**src/sv/rrq_pkg.sv**
```systemverilog
// Shared types and constants for the round-robin ready queue.
`timescale 1ns / 1ps

package rrq_pkg;

  // Field widths of one request and one result.
  localparam int unsigned ActionW  = 2;
  localparam int unsigned IdW      = 8;
  localparam int unsigned StatusW  = 2;
  localparam int unsigned PosW     = 4;
  localparam int unsigned EntryW   = 5;
  localparam int unsigned InDataW  = 16;
  localparam int unsigned OutDataW = 24;

  // Requested queue action.
  typedef enum logic [ActionW-1:0] {
    ACT_APPEND = 2'd0,
    ACT_INSERT = 2'd1,
    ACT_ROTATE = 2'd2,
    ACT_FIND   = 2'd3
  } action_e;

  // Result status.
  typedef enum logic [StatusW-1:0] {
    ST_OK    = 2'd0,
    ST_FULL  = 2'd1,
    ST_EMPTY = 2'd2
  } status_e;

  // What every cell of the row does in one cycle.
  typedef enum logic [2:0] {
    CELL_HOLD,
    CELL_LOAD_AT,
    CELL_PUSH,
    CELL_POP_ROT,
    CELL_SPIN
  } cell_mode_e;

  // Control broadcast to the row of cells.
  typedef struct packed {
    cell_mode_e       mode;
    logic [IdW-1:0]   data;
  } cell_ctrl_t;

  // Sequencer states.
  typedef enum logic [3:0] {
    FSM_IDLE   = 4'b0001,
    FSM_EXEC   = 4'b0010,
    FSM_SEARCH = 4'b0100,
    FSM_REPORT = 4'b1000
  } fsm_state_e;

endpackage

```
**src/sv/round_robin_ready_queue_unit.sv**
```systemverilog
// Round-robin ready queue: a row of slot cells with the head always in cell 0.
// Append, insert and rotate go from EXEC straight to REPORT; a find passes through
// SEARCH on the way, while the row spins once around.
// A new request is taken only in IDLE, once the last result has been registered at
// the output; a stalled output holds the unit in REPORT.
// Reset empties the queue at once; slot contents are left as they are.
`timescale 1ns / 1ps

module round_robin_ready_queue_unit
  import rrq_pkg::*;
#(
  parameter int unsigned QUEUE_DEPTH = 16
) (
  input  logic                clk_i,
  input  logic                rst_ni,
  input  logic                s_axis_tvalid,
  output logic                s_axis_tready,
  // [1:0] action, [9:2] thread_id, [15:10] zero
  input  logic [InDataW-1:0]  s_axis_tdata,
  output logic                m_axis_tvalid,
  input  logic                m_axis_tready,
  // [1:0] status, [2] found, [6:3] position, [14:7] head_id, [19:15] entry_total,
  // [23:20] zero
  output logic [OutDataW-1:0] m_axis_tdata
);

  localparam int unsigned CountW = $clog2(QUEUE_DEPTH + 1);
  localparam int unsigned IdxW   = $clog2(QUEUE_DEPTH);

  fsm_state_e         state_q, state_d;
  action_e            act_q;
  logic [IdW-1:0]     tid_q;
  logic [CountW-1:0]  count_q, count_d;
  logic [IdxW-1:0]    step_q, step_d;
  status_e            status_q, status_d;
  logic               found_q, found_d;
  logic [PosW-1:0]    pos_q, pos_d;
  logic               out_valid_q;
  logic [OutDataW-1:0] out_data_q;

  cell_ctrl_t         ctrl;
  logic [CountW-1:0]  mark;
  logic [IdW-1:0]     slot [QUEUE_DEPTH];
  logic               full;
  logic               in_accept;
  logic               out_free;
  logic [IdW-1:0]     head_id;

  assign full      = (count_q == CountW'(QUEUE_DEPTH));
  assign in_accept = s_axis_tvalid && s_axis_tready;
  assign out_free  = !out_valid_q || m_axis_tready;
  assign head_id   = (count_q != '0) ? slot[0] : '0;

  assign s_axis_tready = (state_q == FSM_IDLE);

  // Row of slot cells; cell 0 is head; data moves one cell per cycle unless held.
  for (genvar k = 0; k < QUEUE_DEPTH; k++) begin : g_cell
    logic [IdW-1:0] prev_data;
    logic [IdW-1:0] next_data;
    if (k == 0) begin : g_first
      assign prev_data = ctrl.data;
    end else begin : g_mid
      assign prev_data = slot[k-1];
    end
    if (k == QUEUE_DEPTH - 1) begin : g_last
      assign next_data = slot[0];
    end else begin : g_inner
      assign next_data = slot[k+1];
    end
    rrq_cell #(
      .IDX   (k),
      .MARKW (CountW)
    ) u_cell (
      .clk_i  (clk_i),
      .ctrl_i (ctrl),
      .mark_i (mark),
      .prev_i (prev_data),
      .next_i (next_data),
      .data_o (slot[k])
    );
  end

  // Sequencer: apply the action to the row, walk it on a find, then report.
  always_comb begin
    state_d   = state_q;
    count_d   = count_q;
    step_d    = step_q;
    status_d  = status_q;
    found_d   = found_q;
    pos_d     = pos_q;
    ctrl.mode = CELL_HOLD;
    ctrl.data = tid_q;
    mark      = count_q;
    case (state_q)
      FSM_IDLE: begin
        if (in_accept) begin
          state_d  = FSM_EXEC;
          status_d = ST_OK;
          found_d  = 1'b0;
          pos_d    = '0;
        end
      end
      FSM_EXEC: begin
        state_d = FSM_REPORT;
        case (act_q)
          ACT_APPEND: begin
            if (full) begin
              status_d = ST_FULL;
            end else begin
              ctrl.mode = CELL_LOAD_AT;
              count_d   = count_q + CountW'(1);
            end
          end
          ACT_INSERT: begin
            if (full) begin
              status_d = ST_FULL;
            end else begin
              ctrl.mode = CELL_PUSH;
              count_d   = count_q + CountW'(1);
            end
          end
          ACT_ROTATE: begin
            if (count_q == '0) begin
              status_d = ST_EMPTY;
            end else begin
              ctrl.mode = CELL_POP_ROT;
              ctrl.data = slot[0];
              mark      = count_q - CountW'(1);
            end
          end
          ACT_FIND: begin
            state_d = FSM_SEARCH;
            step_d  = '0;
          end
          default: state_d = FSM_REPORT;
        endcase
      end
      FSM_SEARCH: begin
        // Cell 0 holds the entry at distance step_q from the head.
        ctrl.mode = CELL_SPIN;
        if (!found_q && (CountW'(step_q) < count_q) && (slot[0] == tid_q)) begin
          found_d = 1'b1;
          pos_d   = PosW'(step_q);
        end
        if (step_q == IdxW'(QUEUE_DEPTH - 1)) begin
          state_d = FSM_REPORT;
        end else begin
          step_d = step_q + IdxW'(1);
        end
      end
      FSM_REPORT: begin
        if (out_free) begin
          state_d = FSM_IDLE;
        end
      end
      default: state_d = FSM_IDLE;
    endcase
  end

  // Control registers.
  always_ff @(posedge clk_i or negedge rst_ni) begin
    if (!rst_ni) begin
      state_q <= FSM_IDLE;
      count_q <= '0;
    end else begin
      state_q <= state_d;
      count_q <= count_d;
    end
  end

  // Request and working registers.
  always_ff @(posedge clk_i) begin
    if (in_accept) begin
      act_q <= action_e'(s_axis_tdata[ActionW-1:0]);
      tid_q <= s_axis_tdata[ActionW +: IdW];
    end
    step_q   <= step_d;
    status_q <= status_d;
    found_q  <= found_d;
    pos_q    <= pos_d;
  end

  // Output register: holds a result until it is taken.
  always_ff @(posedge clk_i or negedge rst_ni) begin
    if (!rst_ni) begin
      out_valid_q <= 1'b0;
    end else if (state_q == FSM_REPORT && out_free) begin
      out_valid_q <= 1'b1;
    end else if (m_axis_tready) begin
      out_valid_q <= 1'b0;
    end
  end

  always_ff @(posedge clk_i) begin
    if (state_q == FSM_REPORT && out_free) begin
      out_data_q <= {4'b0000, EntryW'(count_q), head_id, pos_q, found_q, status_q};
    end
  end

  assign m_axis_tvalid = out_valid_q;
  assign m_axis_tdata  = out_data_q;

endmodule

```
**src/sv/rrq_cell.sv**
```systemverilog
// One queue slot: holds the identifier at a fixed distance from the head.
`timescale 1ns / 1ps

module rrq_cell
  import rrq_pkg::*;
#(
  parameter int unsigned IDX   = 0,
  parameter int unsigned MARKW = 5
) (
  input  logic             clk_i,
  input  cell_ctrl_t       ctrl_i,
  input  logic [MARKW-1:0] mark_i,
  input  logic [IdW-1:0]   prev_i,
  input  logic [IdW-1:0]   next_i,
  output logic [IdW-1:0]   data_o
);

  logic [IdW-1:0] data_q;
  logic [IdW-1:0] data_d;
  logic           at_mark;

  assign at_mark = (mark_i == MARKW'(IDX));

  // Select this slot's next value from itself, a neighbor or the broadcast data.
  always_comb begin
    data_d = data_q;
    case (ctrl_i.mode)
      CELL_HOLD:    data_d = data_q;
      CELL_LOAD_AT: data_d = at_mark ? ctrl_i.data : data_q;
      CELL_PUSH:    data_d = prev_i;
      CELL_POP_ROT: data_d = at_mark ? ctrl_i.data : next_i;
      CELL_SPIN:    data_d = next_i;
      default:      data_d = data_q;
    endcase
  end

  // Slot storage; contents are undefined until written.
  always_ff @(posedge clk_i) begin
    data_q <= data_d;
  end

  assign data_o = data_q;

endmodule

```
**config.mk**
```make
export PLATFORM = sky130hd
export DESIGN_NAME = round_robin_ready_queue_unit
export DESIGN_NICKNAME = d
export VERILOG_FILES = /design/src/sv/rrq_pkg.sv /design/src/sv/round_robin_ready_queue_unit.sv /design/src/sv/rrq_cell.sv
export SDC_FILE = /design/constraint.sdc
export NUM_CORES = 1
export LEC_CHECK = 0
export ABC_AREA = 1
export BUFFER_PORTS_ARGS = -buffer_cell sky130_fd_sc_hd__buf_2
export CORE_MARGIN = 2
export CORE_UTILIZATION = 30
export DETAILED_ROUTE_END_ITERATION = 10
export SYNTH_ARGS = -nofsm -noshare
export SYNTH_HDL_FRONTEND = slang
export SYNTH_SLANG_ARGS = --single-unit
```
**constraint.sdc**
```tcl
create_clock -name clk_i -period 2.8 [get_ports clk_i]
set_input_delay 0.14 -clock clk_i [delete_from_list [all_inputs] [get_ports clk_i]]
set_output_delay 0.14 -clock clk_i [all_outputs]
set_load 0.01 [all_outputs]
```
# Word level (Yosys, flattened, before mapping)
# Index checks and enable logic that the tools add are counted.
[word_totals]
regBits = 179
[op_classes]
muxes = 79
n_lt_le_gt_ge = 1
reduce_logical = 38
bitwise_logic = 1
n_eq_ne = 54
n_addsub = 3
[ops]
columns = ["cell", "n"]
rows = [
  ["8-bit one-hot mux with 4 select lines", 16],
  ["8-bit two-way mux", 34],
  ["5-bit by 4-bit == test with 1-bit output, second input constant", 8],
  ["2-bit by 1-bit != test with 1-bit output, second input constant", 18],
  ["4-bit two-way mux", 8],
  ["2-bit AND reduction", 16],
  ["5-bit by 3-bit == test with 1-bit output, second input constant", 4],
  ["4-bit one-hot mux with 2 select lines", 2],
  ["4-bit one-hot mux with 4 select lines", 1],
  ["5-bit two-way mux", 3],
  ["3-bit AND reduction", 4],
  ["5-bit by 2-bit == test with 1-bit output, second input constant", 2],
  ["5-bit zero test", 2],
  ["10-bit two-way mux", 1],
  ["3-bit one-hot mux with 3 select lines", 1],
  ["4-bit == test, second input constant", 2],
  ["8-bit == test", 1],
  ["2-bit two-way mux", 4],
  ["2-bit != test, second input constant", 4],
  ["2-bit one-hot mux with 2 select lines", 2],
  ["2-bit nonzero test", 4],
  ["3-bit by 2-bit == test with 1-bit output, second input constant", 2],
  ["3-bit != test, second input constant", 2],
  ["3-bit one-hot mux with 2 select lines", 1],
  ["other kinds (25)", 34],
]

# Longest topological paths before layout
[depth]
ltp_word = 7
depth_mapped = 14
ltp_nobuf = 12

# Modules after synthesis
# From an unflattened synthesis, not the netlist that was laid out.
[unflattened]
hier_cells = 1223
hier_area_um2 = 10037.1
[modules_own_cells]
columns = ["mod", "seq_area_each_um2", "cells_per_inst", "n_inst", "area_each_um2"]
rows = [
  ["round_robin_ready_queue_unit", 1482.7, 257, 1, 2494.9],
  ["rrq_cell at g_cell[1].u_cell ...", 240.2, 61, 4, 483.0],
  ["rrq_cell at g_cell[10].u_cell ...", 240.2, 62, 4, 471.7],
  ["rrq_cell at g_cell[11].u_cell ...", 240.2, 59, 4, 459.2],
  ["rrq_cell at g_cell[12].u_cell ...", 240.2, 58, 2, 455.4],
  ["rrq_cell at g_cell[0].u_cell", 240.2, 62, 1, 516.7],
  ["rrq_cell at g_cell[15].u_cell", 240.2, 60, 1, 459.2],
]

# Least setup slack after synthesis
# Ideal clock, no wire load.
[synth_timing]
path_kind = "register to register"
start = "reg count_q[0]"
end = "reg g_cell[10].u_cell.data_q[0], enable pin"
n_path_buf = 2
period_less_slack_ps = 2629
stages_incl_launch_ff = 12
setup_ps = 375
slack_ps = 171
required_ps = 2425
t_arrival_ps = 2253
path_cell_list = "dfrtp_1 > inv_1 > ha_1 > nand3_4 > buf_2 > nand3_1 > nand2_1 > nand2_2 > nor2_4 > buf_2 > nand2_1 > a21oi_1"
[synth_via]
elab_chain_len = 7
[synth_lines]
columns = ["element", "line", "text"]
rows = [
  ["start: declaration", "round_robin_ready_queue_unit.sv:33", "logic [CountW-1:0] count_q, count_d;"],
  ["start signal: assignment", "round_robin_ready_queue_unit.sv:167", "count_q <= count_d;"],
  ["5-bit by 1-bit subtractor with 5-bit output, or another cell as far along", "round_robin_ready_queue_unit.sv:128", "mark = count_q - CountW'(1);"],
  ["5-bit two-way mux, or another cell as far along", "round_robin_ready_queue_unit.sv:123", "if (count_q == '0) begin"],
  ["5-bit two-way mux / 3-bit one-hot mux with 3 select lines (equally long branches)", "round_robin_ready_queue_unit.sv:105", "case (act_q)"],
  ["5-bit two-way mux / 3-bit one-hot mux with 2 select lines (equally long branches)", "round_robin_ready_queue_unit.sv:94", "case (state_q)"],
  ["5-bit by 4-bit == test with 1-bit output, or another cell as far along", "rrq_cell.sv:22", "assign at_mark = (mark_i == MARKW'(IDX));"],
  ["2-bit by 1-bit != test with 1-bit output (no line) / 4-bit nonzero test (equally long branches)", "--", ""],
  ["2-bit AND reduction (no line) *", "--", ""],
  ["end signal: assignment", "rrq_cell.sv:39", "data_q <= data_d;"],
  ["end: declaration", "rrq_cell.sv:18", "logic [IdW-1:0] data_q;"],
]
# Every way passes the cells marked *; elsewhere a longest branch is shown, timed or not.
# A chain may end at the register's enable or synchronous reset.

# Worst setup path after layout
[layout_timing]
start = "reg count_q[1]"
end = "reg g_cell[14].u_cell.data_q[2] (data pin)"
[layout_via]
elab_chain_len = 7
[layout_lines]
columns = ["element", "line", "text"]
rows = [
  ["5-bit by 1-bit subtractor with 5-bit output / 5-bit zero test (equally long branches)", "round_robin_ready_queue_unit.sv:128, round_robin_ready_queue_unit.sv:123", ""],
  ["5-bit two-way mux", "round_robin_ready_queue_unit.sv:123", ""],
  ["5-bit two-way mux", "round_robin_ready_queue_unit.sv:105", ""],
  ["5-bit two-way mux", "round_robin_ready_queue_unit.sv:94", ""],
  ["5-bit by 4-bit == test with 1-bit output", "rrq_cell.sv:22", ""],
  ["8-bit two-way mux", "rrq_cell.sv:31", "CELL_POP_ROT: data_d = at_mark ? ctrl_i.data : next_i;"],
  ["8-bit one-hot mux with 4 select lines *", "rrq_cell.sv:27", "case (ctrl_i.mode)"],
  ["net g_cell[14].u_cell.data_d[2]", "rrq_cell.sv:19", "logic [IdW-1:0] data_d;"],
  ["end signal: assignment", "rrq_cell.sv:39", ""],
  ["end: declaration", "rrq_cell.sv:18", ""],
]
# Mark *: on every way through the listed nets, which the timed path passes. The rest lies on a longest branch. The select of a mux whose other input is x is not followed.

==> flow_summary.json <==
{
  "status": "finished clean",
  "netlist.area_leader.share_pct": 46.4,
  "mostFrequentLayoutCells": "nand3_1 (382), edfxtp_1 (169), nand2_1 (144)",
  "rrSetupSlack_ns": 0.13,
  "synth-async-reset-ratio_pct": 5.59,
  "core-area_um2": 35700,
  "cts-root-buf": "clkbuf_16",
  "pwr_density_cell_nw_per_um2": 895,
  "post_drt_wl_per_cell_um": 20.3,
  "relSlewSlack_pct": 53.8,
  "drive_above_1_share_pct": 15.2,
  "crit_required_ns": 3.08,
  "ys_ff_latch": 179,
  "grt-busiest-layer": "met2",
  "yosysSeqAreaShare_pct": 48.7,
  "period_needed_ns": 2.67,
  "port_buffers": 35,
  "finalPower_w": 0.0112,
  "row_count": 69,
  "power.leakage_nw": 4.65,
  "h-tree-depth": 4,
  "setup_viol": 0,
  "cp-end-kind": "register",
  "clock_skew_ns": 0.0147,
  "drv_slew": 0,
  "ioPinCount": 46,
  "grt_pass1_vias": 9544,
  "fmax_ghz": 0.375,
  "ff2ff_path_depth": 10,
  "drtIter0Drc": 1323,
  "grt_max_degree": 131,
  "peakVddDrop_v": 0.000443,
  "insertedDiodeCount": 0,
  "startpoint_type": "register",
  "hpwl_mm": 22.8,
  "grt_use_met1_pct": 26.3,
  "die_h_um": 195,
  "antenna_found_initial": 0,
  "instances_no_fill": 1752,
  "postRouteAntennaNets": 0,
  "fill_cells": 3634,
  "syn_area_um2": 10900,
  "multiInputGateArea_um2": 4710,
  "hold_slack_ns": 0.0972,
  "nNetsFinal": 1304,
  "hold_class": "input port to asynchronous set/reset pin",
  "post_drt_via_cell_ratio": 5.66,
  "gp_congestion": 0.871,
  "initial_core_util_pct": 30.6,
  "drt-pass1-iter-count": 7,
  "critPathKind": "register to register",
  "yosysTopAreaCell": "edfxtp_1",
  "ys_types": 38,
  "tritoncts": "yes",
  "cts_buffer_depth": 2,
  "grt_usage_pct": 18.7,
  "area_growth_pct": 14.5,
  "die_x_um": 195,
  "rsz0062_at_grt": "no",
  "drc_errors": 0,
  "yosysWarnings": 0,
  "synthFlopType": "edfxtp_1",
  "yosys-top-cells-area": "edfxtp_1 (46%), nand3_1 (17%), a22oi_1 (7.8%)",
  "synth_area_per_cell_um2": 8.87,
  "final-hold-violation-count": 0,
  "vias": 9922,
  "worst-path-max-fanout": 15,
  "wl_mm": 35.5,
  "numCtsBuffers": 17,
  "insertion_delay_ns": 0.44,
  "grt_first_pass_wirelength_mm": 55.7,
  "cp.arrival_ns": 2.95,
  "cts.sinks": 179,
  "worstMarginPinSlew_ns": 0.686,
  "cap_violations": 0,
  "register_area_um2": 5330,
  "clk_pin_slew_ns": 0.08,
  "setup_tns_ns": 0,
  "final_util_pct": 35.0,
  "reg2reg_to": "g_cell[14].u_cell.data_o[2]$_DFFE_PP_",
  "syn_inst": 1232,
  "fin_crit_sh_pct": 95.3,
  "final_common_cell": "nand3_1",
  "cp-startpoint": "count_q[1]$_DFFE_PN0P_",
  "synth_edf_count": 169,
  "overflow": 0,
  "dp_cells": 1707,
  "gr-usage-met2_pct": 28.9,
  "die-area_um2": 38000,
  "use_met3_pct": 3.16,
  "rr_startpoint": "count_q[1]$_DFFE_PN0P_"
}
-- layout make-up --
| type | instances | area share, % |
|---|---|---|
| sequential | 179 | 42.5 |
| multi-input combinational | 838 | 37.6 |
| tap | 461 | 4.61 |
| clock inverter | 15 | 1.15 |
| inverter | 124 | 3.74 |
| clock buffer | 17 | 3.40 |
| timing repair buffer | 118 | 6.97 |
-- critical path, stage by stage (launching register included) --
cell     delay (ns)
dfrtp_1        0.39
inv_1          0.13
ha_1           0.26
nand3_4        0.21
inv_2          0.16
nor2_8         0.07
nor2_4         0.21
inv_1          0.13
nor2_4         0.29
nand2_2        0.41
nand3_1        0.23
-- per-stage QoR --
step,setup WS [ns],cell area (um2)
floorplan,0.171,10900
CTS,0.174,12500
detailed placement,0.186,11800
finish,0.133,12500
global route,0.00174,12500
global placement,0.245,11800
-- power by group --
group | internal, W | switching [W] | leakage (nW)
sequential | 0.00386 | 0.000479 | 1.68
clock | 0.00118 | 0.00120 | 0.272
combinational | 0.00136 | 0.00314 | 2.71
total | 0.00640 | 0.00481 | 4.65
-- flip-flops by register name, indices dropped and copies added, names as in the netlist, 2 cells and up --
signal / cells
g_cell.u_cell.data_o: 128
m_axis_tdata: 20
tid_q: 8
count_q: 5
pos_q: 4
state_q: 4
step_q: 4
act_q: 2
status_q: 2
-- cell usage after synthesis (4+ instances only) --
master    instances
nand3_1         382
edfxtp_1        169
nand2_1         144
a22oi_1         113
inv_1           111
o21bai_1         57
buf_2            39
clkbuf_1         35
nor2_1           32
a21oi_1          19
nand2_2          19
inv_2            13
buf_4             9
dfrtp_1           9
nor2_4            9
o21ai_0           9
buf_1             8
a21oi_2           7
a221oi_1          7
ha_1              6
xor2_1            5
xnor2_1           4
-- kinds of logic after synthesis --
kind of cell | after synthesis | share of synthesized area, %
other | 1 | 0.0343
XOR/XNOR | 9 | 0.721
adder cells (fa/ha/maj) | 6 | 0.687
AO/OA/AOI/OAI | 219 | 14.5
buffers and inverters | 218 | 8.45
AND/OR/NAND/NOR | 600 | 26.8
flip-flops | 179 | 48.7
-- worst max path at each step --
stage                                                  endpoint  slack [ns]  cells after the start
after detailed placement   g_cell[5].u_cell.data_o[0]$_DFFE_PP_        0.19                     12
after floorplan           g_cell[10].u_cell.data_o[0]$_DFFE_PP_        0.17                     11
after CTS                  g_cell[5].u_cell.data_o[6]$_DFFE_PP_        0.17                     12
after global placement     g_cell[5].u_cell.data_o[1]$_DFFE_PP_        0.25                     12
final                     g_cell[14].u_cell.data_o[2]$_DFFE_PP_        0.13                     10
after global routing       g_cell[5].u_cell.data_o[6]$_DFFE_PP_       0.002                     12
-- what timing repair did --
| action | CTS | global route |
|---|---|---|
| hold buffers | 13 | 0 |
| setup endpoints to repair | 0 | 3 |
| hold endpoints to repair | 22 | 0 |
| resized for setup | 0 | 1 |
| setup buffers | 0 | 0 |
-- metal layers --
layer,vias up,share of wire [%]
met5,-,0
met4,0,2.8
met3,69,8.4
met2,500,46
met1,4822,43
li1,4531,-
No activity file was read; power rests on OpenSTA's default activity.
